### config.mk
export PLATFORM = sky130hd
export DESIGN_NAME = pcg32_bounded_index_unit_flat
export DESIGN_NICKNAME = d
export VERILOG_FILES = /design/src/sv/pcg32_pkg.sv /design/src/sv/pcg32_if.sv /design/src/sv/pcg32_mul.sv /design/src/sv/pcg32_seq.sv /design/src/sv/pcg32_bounded_index_unit.sv /design/src/flat_wrapper.sv
export VERILOG_INCLUDE_DIRS = /design/src /design/src/sv
export SDC_FILE = /design/constraint.sdc
export NUM_CORES = 2
export LEC_CHECK = 0
export ABC_AREA = 0
export ABC_CLOCK_PERIOD_IN_PS = 25200
export BUFFER_PORTS_ARGS = -buffer_cell sky130_fd_sc_hd__buf_2
export CAP_MARGIN = 25
export CELL_PAD_IN_SITES_DETAIL_PLACEMENT = 1
export CELL_PAD_IN_SITES_GLOBAL_PLACEMENT = 2
export CORE_MARGIN = 2
export CORE_UTILIZATION = 25
export CTS_CLUSTER_SIZE = 25
export DETAILED_ROUTE_END_ITERATION = 6
export PLACE_DENSITY_LB_ADDON = 0.1
export SYNTH_ARGS = -nofsm -noshare
export SYNTH_HDL_FRONTEND = slang
export SYNTH_SLANG_ARGS = --single-unit
### constraint.sdc
create_clock -name clk -period 25.2 [get_ports clk]
set_clock_uncertainty 0.1 [all_clocks]
set_input_delay 5.04 -clock clk [delete_from_list [all_inputs] [get_ports clk]]
set_output_delay 5.04 -clock clk [all_outputs]
set_load 0.01 [all_outputs]
### src/sv/pcg32_bounded_index_unit_assert.svh
// assertion macros shared by the pcg32 bounded index unit
`ifndef PCG32_BOUNDED_INDEX_UNIT_ASSERT_SVH
`define PCG32_BOUNDED_INDEX_UNIT_ASSERT_SVH
`ifndef SYNTHESIS
// same-cycle implication, sampled on clk, off during reset
`define PCG_ASSERT_IMPL(lbl, ante, cons, msg) \
    lbl: assert property (@(posedge clk) disable iff (!rst_n) (ante) |-> (cons)) else $error(msg);
// next-cycle implication, sampled on clk, off during reset
`define PCG_ASSERT_NEXT(lbl, ante, cons, msg) \
    lbl: assert property (@(posedge clk) disable iff (!rst_n) (ante) |=> (cons)) else $error(msg);
`else
`define PCG_ASSERT_IMPL(lbl, ante, cons, msg)
`define PCG_ASSERT_NEXT(lbl, ante, cons, msg)
`endif
`endif

### src/sv/pcg32_pkg.sv
// types, constants and helper functions of the pcg32 bounded index unit
package pcg32_pkg;

    localparam int unsigned STATE_W = 64;
    localparam int unsigned WORD_W  = 32;

    // lcg multiplier split into 32-bit halves
    localparam logic [WORD_W-1:0]  LCG_MULT_LO = 32'h4C95_7F2D;
    localparam logic [WORD_W-1:0]  LCG_MULT_HI = 32'h5851_F42D;
    localparam logic [STATE_W-1:0] STATE_RESET = 64'h853C_49E6_748F_EA9B;
    localparam logic [STATE_W-1:0] INC_RESET   = 64'hDA3E_39CB_94B9_5BDB;

    // xsh-rr output constants
    localparam int unsigned XS_SHIFT  = 18;
    localparam int unsigned XS_TAKE   = 27;
    localparam int unsigned ROT_SHIFT = 59;

    // item modes
    localparam logic [1:0] MODE_RAW     = 2'd0;
    localparam logic [1:0] MODE_BOUNDED = 2'd1;
    localparam logic [1:0] MODE_LOAD    = 2'd2;
    localparam logic [1:0] MODE_UNUSED  = 2'd3;

    // sequencer states, one-hot
    typedef enum logic [5:0] {
        ST_IDLE   = 6'b000001,
        ST_MUL_LL = 6'b000010,
        ST_MUL_LH = 6'b000100,
        ST_MUL_HL = 6'b001000,
        ST_ACC    = 6'b010000,
        ST_HOLD   = 6'b100000
    } pcg_state_t;

    // control from sequencer to datapath
    typedef struct packed {
        logic ready;
        logic issue_ll;
        logic issue_lh;
        logic issue_hl;
        logic acc_first;
        logic acc_upper;
        logic state_upd;
        logic out_load;
    } pcg_ctrl_t;

    // xsh-rr permutation of the old state
    function automatic logic [WORD_W-1:0] xsh_rr(input logic [STATE_W-1:0] old);
        logic [STATE_W-1:0] mixed;
        logic [WORD_W-1:0]  xs;
        logic [4:0]         rot;
        logic [2*WORD_W-1:0] dbl;
        mixed = ((old >> XS_SHIFT) ^ old) >> XS_TAKE;
        xs    = mixed[WORD_W-1:0];
        rot   = old[STATE_W-1:ROT_SHIFT];
        dbl   = {xs, xs} >> rot;
        return dbl[WORD_W-1:0];
    endfunction

    // all ones from the highest set bit down
    function automatic logic [WORD_W-1:0] smear_mask(input logic [WORD_W-1:0] v);
        logic [WORD_W-1:0] s;
        s = v;
        s = s | (s >> 1);
        s = s | (s >> 2);
        s = s | (s >> 4);
        s = s | (s >> 8);
        s = s | (s >> 16);
        return s;
    endfunction

endpackage

### src/sv/pcg32_if.sv
// item channel interfaces of the pcg32 bounded index unit
interface pcg32_in_if;
    logic        valid;
    logic        ready;
    logic [1:0]  mode;
    logic [31:0] bound;
    logic [63:0] seed_value;

    modport source (output valid, output mode, output bound, output seed_value, input ready);
    modport sink   (input valid, input mode, input bound, input seed_value, output ready);
endinterface

interface pcg32_out_if;
    logic        valid;
    logic        ready;
    logic [31:0] value;

    modport source (output valid, output value, input ready);
    modport sink   (input valid, input value, output ready);
endinterface

### src/sv/pcg32_mul.sv
// shared 32x32 multiplier with registered product
module pcg32_mul
    import pcg32_pkg::*;
(
    input  logic                clk,
    input  logic                en,
    input  logic [WORD_W-1:0]   op_a,
    input  logic [WORD_W-1:0]   op_b,
    output logic [2*WORD_W-1:0] prod
);

    logic [2*WORD_W-1:0] prod_reg;
    logic [2*WORD_W-1:0] prod_next;

    // one partial product per cycle while en is high
    assign prod_next = {{WORD_W{1'b0}}, op_a} * {{WORD_W{1'b0}}, op_b};

    always_ff @(posedge clk)
    begin
        if (en)
        begin
            prod_reg <= prod_next;
        end
    end

    assign prod = prod_reg;

endmodule

### src/sv/pcg32_seq.sv
// sequencer for draws, rejection retries and result hand-off
module pcg32_seq
    import pcg32_pkg::*;
(
    input  logic      clk,
    input  logic      rst_n,
    input  logic      start,
    input  logic      start_draw,
    input  logic      reject,
    input  logic      out_free,
    output pcg_ctrl_t ctrl
);

`include "pcg32_bounded_index_unit_assert.svh"

    pcg_state_t state_reg;
    pcg_state_t state_next;

    // next state
    always_comb
    begin
        state_next = state_reg;
        case (state_reg)
            ST_IDLE:
            begin
                if (start)
                begin
                    state_next = start_draw ? ST_MUL_LL : ST_HOLD;
                end
            end
            ST_MUL_LL: state_next = ST_MUL_LH;
            ST_MUL_LH: state_next = ST_MUL_HL;
            ST_MUL_HL: state_next = ST_ACC;
            ST_ACC:    state_next = reject ? ST_MUL_LL : ST_HOLD;
            ST_HOLD:
            begin
                if (out_free)
                begin
                    state_next = ST_IDLE;
                end
            end
            default:   state_next = ST_IDLE;
        endcase
    end

    always_ff @(posedge clk or negedge rst_n)
    begin
        if (!rst_n)
        begin
            state_reg <= ST_IDLE;
        end
        else
        begin
            state_reg <= state_next;
        end
    end

    // control decode
    always_comb
    begin
        ctrl.ready     = (state_reg == ST_IDLE);
        ctrl.issue_ll  = (state_reg == ST_MUL_LL);
        ctrl.issue_lh  = (state_reg == ST_MUL_LH);
        ctrl.issue_hl  = (state_reg == ST_MUL_HL);
        ctrl.acc_first = (state_reg == ST_MUL_LH);
        ctrl.acc_upper = (state_reg == ST_MUL_HL);
        ctrl.state_upd = (state_reg == ST_ACC);
        ctrl.out_load  = (state_reg == ST_HOLD) && out_free;
    end

    // checks
    `PCG_ASSERT_NEXT(a_draw_start, start && start_draw, state_reg == ST_MUL_LL, "draw item did not start multiply")
    `PCG_ASSERT_NEXT(a_nodraw_hold, start && !start_draw, state_reg == ST_HOLD, "load item did not go to hold")
    `PCG_ASSERT_NEXT(a_retry, state_reg == ST_ACC && reject, state_reg == ST_MUL_LL, "rejected draw not retried")
    `PCG_ASSERT_NEXT(a_mul_order, state_reg == ST_MUL_LL, state_reg == ST_MUL_LH ##1 state_reg == ST_MUL_HL, "multiply steps out of order")
    `PCG_ASSERT_NEXT(a_hold_stall, state_reg == ST_HOLD && !out_free, state_reg == ST_HOLD, "result dropped while output busy")

endmodule

### src/sv/pcg32_bounded_index_unit.sv
// top level: pcg32 generator with unbiased bounded index drawing
//
//  channel   dir  handshake        payload
//  in_ch     in   valid / ready    mode[1:0], bound[31:0], seed_value[63:0]
//  out_ch    out  valid / ready    value[31:0]
//  cfg       in   cfg_we           cfg_wdata[63:0] (stream increment)
//
// one draw is three 32x32 partial products through the shared multiplier
// and a final accumulate into the 64-bit state
// raw draw: accept, draw, then hold until ready again; bounded draw: accept, draw,
// and a rejected draw is retried before the hold; load and unused modes: accept, then hold
// a stalled output holds the sequencer in its hold step until the output register frees
// reset loads the default state and increment; no clearing pass
module pcg32_bounded_index_unit
    import pcg32_pkg::*;
(
    input  logic                 clk,
    input  logic                 rst_n,
    pcg32_in_if.sink             in_ch,
    pcg32_out_if.source          out_ch,
    input  logic                 cfg_we,
    input  logic [STATE_W-1:0]   cfg_wdata
);

    pcg_ctrl_t ctrl;

    logic [STATE_W-1:0]  gen_state_reg;
    logic [STATE_W-1:0]  gen_state_next;
    logic [STATE_W-1:0]  inc_reg;
    logic [STATE_W-1:0]  acc_reg;
    logic [STATE_W-1:0]  acc_next;
    logic [1:0]          mode_reg;
    logic [WORD_W-1:0]   lim_reg;
    logic [WORD_W-1:0]   mask_reg;
    logic [WORD_W-1:0]   draw_reg;
    logic [WORD_W-1:0]   draw_next;
    logic [WORD_W-1:0]   out_value_reg;
    logic                out_valid_reg;
    logic                out_valid_next;

    logic                start;
    logic                start_draw;
    logic                reject;
    logic                out_free;
    logic [WORD_W-1:0]   lim_in;
    logic [WORD_W-1:0]   op_a;
    logic [WORD_W-1:0]   op_b;
    logic [2*WORD_W-1:0] prod;
    logic [WORD_W-1:0]   upper_sum;
    logic                mul_en;

    // handshake decode
    assign start      = in_ch.valid && ctrl.ready;
    assign start_draw = (in_ch.mode == MODE_RAW) || (in_ch.mode == MODE_BOUNDED);
    assign out_free   = !out_valid_reg || out_ch.ready;
    assign lim_in     = in_ch.bound - 1'b1;
    assign reject     = (mode_reg == MODE_BOUNDED) && (draw_reg > lim_reg);

    pcg32_seq u_seq (
        .clk        (clk),
        .rst_n      (rst_n),
        .start      (start),
        .start_draw (start_draw),
        .reject     (reject),
        .out_free   (out_free),
        .ctrl       (ctrl)
    );

    // operand select for the shared multiplier
    assign op_a   = ctrl.issue_hl ? gen_state_reg[STATE_W-1:WORD_W] : gen_state_reg[WORD_W-1:0];
    assign op_b   = ctrl.issue_lh ? LCG_MULT_HI : LCG_MULT_LO;
    assign mul_en = ctrl.issue_ll || ctrl.issue_lh || ctrl.issue_hl;

    pcg32_mul u_mul (
        .clk  (clk),
        .en   (mul_en),
        .op_a (op_a),
        .op_b (op_b),
        .prod (prod)
    );

    // cross products only reach the upper word
    assign upper_sum = acc_reg[STATE_W-1:WORD_W] + prod[WORD_W-1:0];

    // accumulator: low product plus odd increment, then the first cross term; the second is added on the state update
    always_comb
    begin
        acc_next = acc_reg;
        if (ctrl.acc_first)
        begin
            acc_next = prod + {inc_reg[STATE_W-1:1], 1'b1};
        end
        else if (ctrl.acc_upper)
        begin
            acc_next = {upper_sum, acc_reg[WORD_W-1:0]};
        end
    end

    always_ff @(posedge clk)
    begin
        acc_reg <= acc_next;
    end

    // generator state
    always_comb
    begin
        gen_state_next = gen_state_reg;
        if (start && (in_ch.mode == MODE_LOAD))
        begin
            gen_state_next = in_ch.seed_value;
        end
        else if (ctrl.state_upd)
        begin
            gen_state_next = {upper_sum, acc_reg[WORD_W-1:0]};
        end
    end

    always_ff @(posedge clk or negedge rst_n)
    begin
        if (!rst_n)
        begin
            gen_state_reg <= STATE_RESET;
            inc_reg       <= INC_RESET;
        end
        else
        begin
            gen_state_reg <= gen_state_next;
            if (cfg_we)
            begin
                inc_reg <= cfg_wdata;
            end
        end
    end

    // item capture: limit and mask for bounded draws
    always_ff @(posedge clk)
    begin
        if (start)
        begin
            mode_reg <= in_ch.mode;
            lim_reg  <= lim_in;
            mask_reg <= (in_ch.mode == MODE_BOUNDED) ? smear_mask(lim_in | 32'd1)
                                                     : {WORD_W{1'b1}};
        end
    end

    // masked draw from the old state, zero for non-draw items
    always_comb
    begin
        draw_next = draw_reg;
        if (start && !start_draw)
        begin
            draw_next = '0;
        end
        else if (ctrl.issue_ll)
        begin
            draw_next = xsh_rr(gen_state_reg) & mask_reg;
        end
    end

    always_ff @(posedge clk)
    begin
        draw_reg <= draw_next;
    end

    // output register
    always_comb
    begin
        out_valid_next = out_valid_reg;
        if (ctrl.out_load)
        begin
            out_valid_next = 1'b1;
        end
        else if (out_ch.ready)
        begin
            out_valid_next = 1'b0;
        end
    end

    always_ff @(posedge clk or negedge rst_n)
    begin
        if (!rst_n)
        begin
            out_valid_reg <= 1'b0;
        end
        else
        begin
            out_valid_reg <= out_valid_next;
        end
    end

    always_ff @(posedge clk)
    begin
        if (ctrl.out_load)
        begin
            out_value_reg <= draw_reg;
        end
    end

    assign in_ch.ready  = ctrl.ready;
    assign out_ch.valid = out_valid_reg;
    assign out_ch.value = out_value_reg;

endmodule
### src/flat_wrapper.sv
// flat-port wrapper written by rule: the top's interface ports become plain ports
module pcg32_bounded_index_unit_flat import pcg32_pkg::*;
  (clk, rst_n, cfg_we, cfg_wdata, in_ch_valid, in_ch_mode, in_ch_bound, in_ch_seed_value, in_ch_ready, out_ch_valid, out_ch_value, out_ch_ready);
  pcg32_in_if in_ch_i ();
  pcg32_out_if out_ch_i ();
  input  logic clk;
  input  logic rst_n;
  input  logic cfg_we;
  input  logic [STATE_W-1:0] cfg_wdata;
  input wire logic [$bits(in_ch_i.valid)-1:0] in_ch_valid;
  input wire logic [$bits(in_ch_i.mode)-1:0] in_ch_mode;
  input wire logic [$bits(in_ch_i.bound)-1:0] in_ch_bound;
  input wire logic [$bits(in_ch_i.seed_value)-1:0] in_ch_seed_value;
  output wire logic [$bits(in_ch_i.ready)-1:0] in_ch_ready;
  output wire logic [$bits(out_ch_i.valid)-1:0] out_ch_valid;
  output wire logic [$bits(out_ch_i.value)-1:0] out_ch_value;
  input wire logic [$bits(out_ch_i.ready)-1:0] out_ch_ready;
  assign in_ch_i.valid = in_ch_valid;
  assign in_ch_i.mode = in_ch_mode;
  assign in_ch_i.bound = in_ch_bound;
  assign in_ch_i.seed_value = in_ch_seed_value;
  assign in_ch_ready = in_ch_i.ready;
  assign out_ch_valid = out_ch_i.valid;
  assign out_ch_value = out_ch_i.value;
  assign out_ch_i.ready = out_ch_ready;
  pcg32_bounded_index_unit u_core (.clk(clk), .rst_n(rst_n), .in_ch(in_ch_i), .out_ch(out_ch_i), .cfg_we(cfg_we), .cfg_wdata(cfg_wdata));
endmodule
==> impl_metrics.csv <==
group,metric,value,unit
outcome,result_of_the_run,"finished, final reports clean",
place,detailed_placer_s_ending_hpwl,149000,um
floorplan,coreArea,181000,um^2
cells_and_area,nNetsFinal,6078,
hold_path,worst_hold_path_type,"reg -> reg",
clock_tree,number_of_hold_buffers_added_after_cts,0,
floorplan,die_height,431,um
cells_and_area,most_frequent_standard_cell_in_the_layout_excluding_fill_and_tap_cells,"sky130_fd_sc_hd__inv_1",
logic_synthesis,dominantRegCellSynth,"sky130_fd_sc_hd__edfxtp_1",
logic_synthesis,synthesis.yosys.warnings,0,
logic_synthesis,syn-instance-count,4627,
hold_path,whs_endpoint,"u_core.gen_state_reg[18]",
sta,maxSlewViolCount,0,
drt,drt-total-wl,179000,um
sta,worst_hold_slack,0.360,ns
drt,detail_route.wl_per_cell,24.7,um
cells_and_area,drive_above_1_share,0.119,
critical_path,crit_slowest_cell,"sky130_fd_sc_hd__nor2_1",
cells_and_area,syn_to_final_growth,12.9,%
hold_path,min_from,"u_core.gen_state_reg[18]",
place,gp_congestion,0.826,
grt,grt_start_max_net_pins,82,
grt,grt.overflow.total,0,
logic_synthesis,synth.distinct_cells,93,
drt,detail_route.drc_violations,0,
sta,finalWorstPathRequiredPeriod,11.17,ns
grt,antenna_found_initial,26,
logic_synthesis,syn-mean-instance-area,9.85,um^2
critical_path,worstSetupStartpointType,"register",
critical_path,largest_stage_delay_worst_path,0.68,ns
floorplan,boundaryPins,201,
critical_path,crit-reg2reg-capture,"u_core.u_mul.prod[62]",
sta,max_slew.worst_pin.slew,1.26,ns
sta,report.final.setup_viol,0,
drt,routed-via-count,33526,
sta,final_hold_viol_count,0,
critical_path,arrival_time_worst_endpoint,11.53,ns
place,dp_worst_setup_slack,13.81,ns
logic_synthesis,ys_async_sr_fraction,0.343,
sta,max-slew-margin-rel,0.140,
clock_tree,clk_root_buffer_cell,"sky130_fd_sc_hd__clkbuf_16",
place,place.port_buffers,199,
cells_and_area,filler_cell_count,20609,
clock_tree,clkSinkCount,391,
critical_path,timing.reg2reg.worst_path_depth,35,
sta,tns,0,ns
sta,final_critical_path_setup_slack,14.03,ns
hold_path,hold_path_depth,2,
floorplan,rows,156,
clock_tree,cts_setup_buffers,0,
sta,grt_setup_unrepaired,"no",
floorplan,fp.dieArea,186000,um^2
critical_path,r2r-start,"u_core.u_seq.state_reg[5]",
drt,drt-pass1-iter-count,5,
clock_tree,htree_levels,2,
critical_path,crit_path_frequent_cell,"sky130_fd_sc_hd__fa_1",
critical_path,required,25.57,ns
logic_synthesis,synth-edff-count,225,
grt,global_route.usage.total,0.194,
clock_tree,tritoncts_buffers,47,
logic_synthesis,synth-seq-area-share,0.238,
grt,grt_pass1_vias,37116,
drt,drtIter0Drc,1597,
clock_tree,clkLatencyLatePin,0.64,ns
critical_path,rrSetupSlack,14.03,ns
sta,achievable-frequency,89.6,MHz
critical_path,setup.worst_path.class,"reg -> reg",
critical_path,timing.critical_path.fanout_max,41,
logic_synthesis,synth.ff_latch_count,391,
drt,ant_nets,0,
logic_synthesis,synth.cell_area,45600,um^2
floorplan,initial_utilization,0.252,
clock_tree,cts.reportedPaths.clkPinSlew,0.06,ns
clock_tree,max-clock-path-buffers,3,
clock_tree,cts_tree,"built",
critical_path,endpoint_kind,"register",
drt,average_via_count_per_standard_cell,4.63,
sta,period_share,0.443,
grt,grt_pass1_wl,262000,um
floorplan,dieWidth,431,um
clock_tree,post_cts.resized_instances,0,
job,cap_violations,0,
cells_and_area,layout.cells.most_common_list,"834 x sky130_fd_sc_hd__inv_1, 544 x sky130_fd_sc_hd__ha_1, 535 x sky130_fd_sc_hd__fa_1",
cell families (layout without fill, tap and decap cells):
| logic type | count (synthesis) | after routing | synth area share |
|---|---|---|---|
| simple gates | 990 | 990 | 0.102 |
| other cells | 2 | 34 | 0.000165 |
| fa+ha+maj | 1079 | 1079 | 0.384 |
| buf+inv | 995 | 1210 | 0.0821 |
| mux | 171 | 171 | 0.0420 |
| xor+xnor | 202 | 202 | 0.0388 |
| flops | 391 | 391 | 0.238 |
| compound gates | 797 | 797 | 0.113 |
critical path: cells and delay by family, from the launching register on:
family,cells,cell delay [ns]
fa+ha+maj,9,4.10
simple gates,9,2.42
compound gates,8,2.07
buf+inv,9,1.83
flops,1,0.41
how the worst max path moves through the flow:
stage                                    from  slack [ns]  cells after the start                     to
floorplan           u_core.u_seq.state_reg[5]       15.47                     29  u_core.u_mul.prod[62]
CTS                 u_core.u_seq.state_reg[0]       13.78                     37  u_core.u_mul.prod[62]
global placement    u_core.u_seq.state_reg[0]       13.81                     37  u_core.u_mul.prod[62]
global route        u_core.u_seq.state_reg[5]       13.21                     35  u_core.u_mul.prod[62]
finish              u_core.u_seq.state_reg[5]       14.03                     35  u_core.u_mul.prod[62]
detailed placement  u_core.u_seq.state_reg[5]       13.81                     35  u_core.u_mul.prod[62]
metrics by stage:
stage          utilization  area (um^2)  std cells
3_3_place_gp         0.275        49700       7150
6_report             0.284        51500       7244
3_5_place_dp         0.275        49700       7151
2_1_floorplan            -        45700       4656
4_1_cts              0.284        51400       7239
5_1_grt              0.284        51500       7241
Yosys cell counts (22+ instances only):
cell / count / area, um^2
sky130_fd_sc_hd__inv_1: 835 / 3130
sky130_fd_sc_hd__ha_1: 544 / 6810
sky130_fd_sc_hd__fa_1: 535 / 10700
sky130_fd_sc_hd__nand2_1: 374 / 1400
sky130_fd_sc_hd__nor2_1: 276 / 1040
sky130_fd_sc_hd__edfxtp_1: 225 / 6760
sky130_fd_sc_hd__a21oi_1: 210 / 1050
sky130_fd_sc_hd__o21ai_0: 194 / 971
sky130_fd_sc_hd__xnor2_1: 125 / 1090
sky130_fd_sc_hd__clkbuf_1: 123 / 462
sky130_fd_sc_hd__a21o_1: 101 / 758
sky130_fd_sc_hd__mux2_2: 82 / 923
sky130_fd_sc_hd__mux2i_1: 81 / 811
sky130_fd_sc_hd__xor2_1: 77 / 674
sky130_fd_sc_hd__dfstp_2: 72 / 1890
sky130_fd_sc_hd__a22oi_1: 64 / 480
sky130_fd_sc_hd__dfrtp_1: 62 / 1550
sky130_fd_sc_hd__nand3_1: 53 / 265
sky130_fd_sc_hd__nand4_1: 49 / 307
sky130_fd_sc_hd__nor3_1: 43 / 215
sky130_fd_sc_hd__nor2b_1: 40 / 250
sky130_fd_sc_hd__dfxtp_1: 32 / 641
sky130_fd_sc_hd__a211oi_1: 25 / 188
sky130_fd_sc_hd__and3_1: 24 / 150
sky130_fd_sc_hd__a32o_1: 22 / 220
sky130_fd_sc_hd__and2_1: 22 / 138
cell type report:
cell class | count | area [um^2] | area share
multi-input combinational | 3270 | 31200 | 0.606
sequential | 391 | 10800 | 0.211
clock buffer | 63 | 1330 | 0.0259
antenna | 3 | 7.51 | 0.000146
clock inverter | 25 | 337 | 0.00654
tap | 2370 | 2970 | 0.0576
timing repair buffer | 277 | 1610 | 0.0313
inverter | 845 | 3170 | 0.0617
routing by layer:
layer	vias up	part of all wire	global-route usage
li1	15844	-	-
met1	17159	0.46	0.263
met3	101	0.026	0.0133
met5	-	0	0
met4	0	0.011	0.0238
met2	422	0.50	0.346
Power is left out: the tool's default activity adds up to more than one toggle a clock period on the data nets, which glitch-free logic cannot reach.
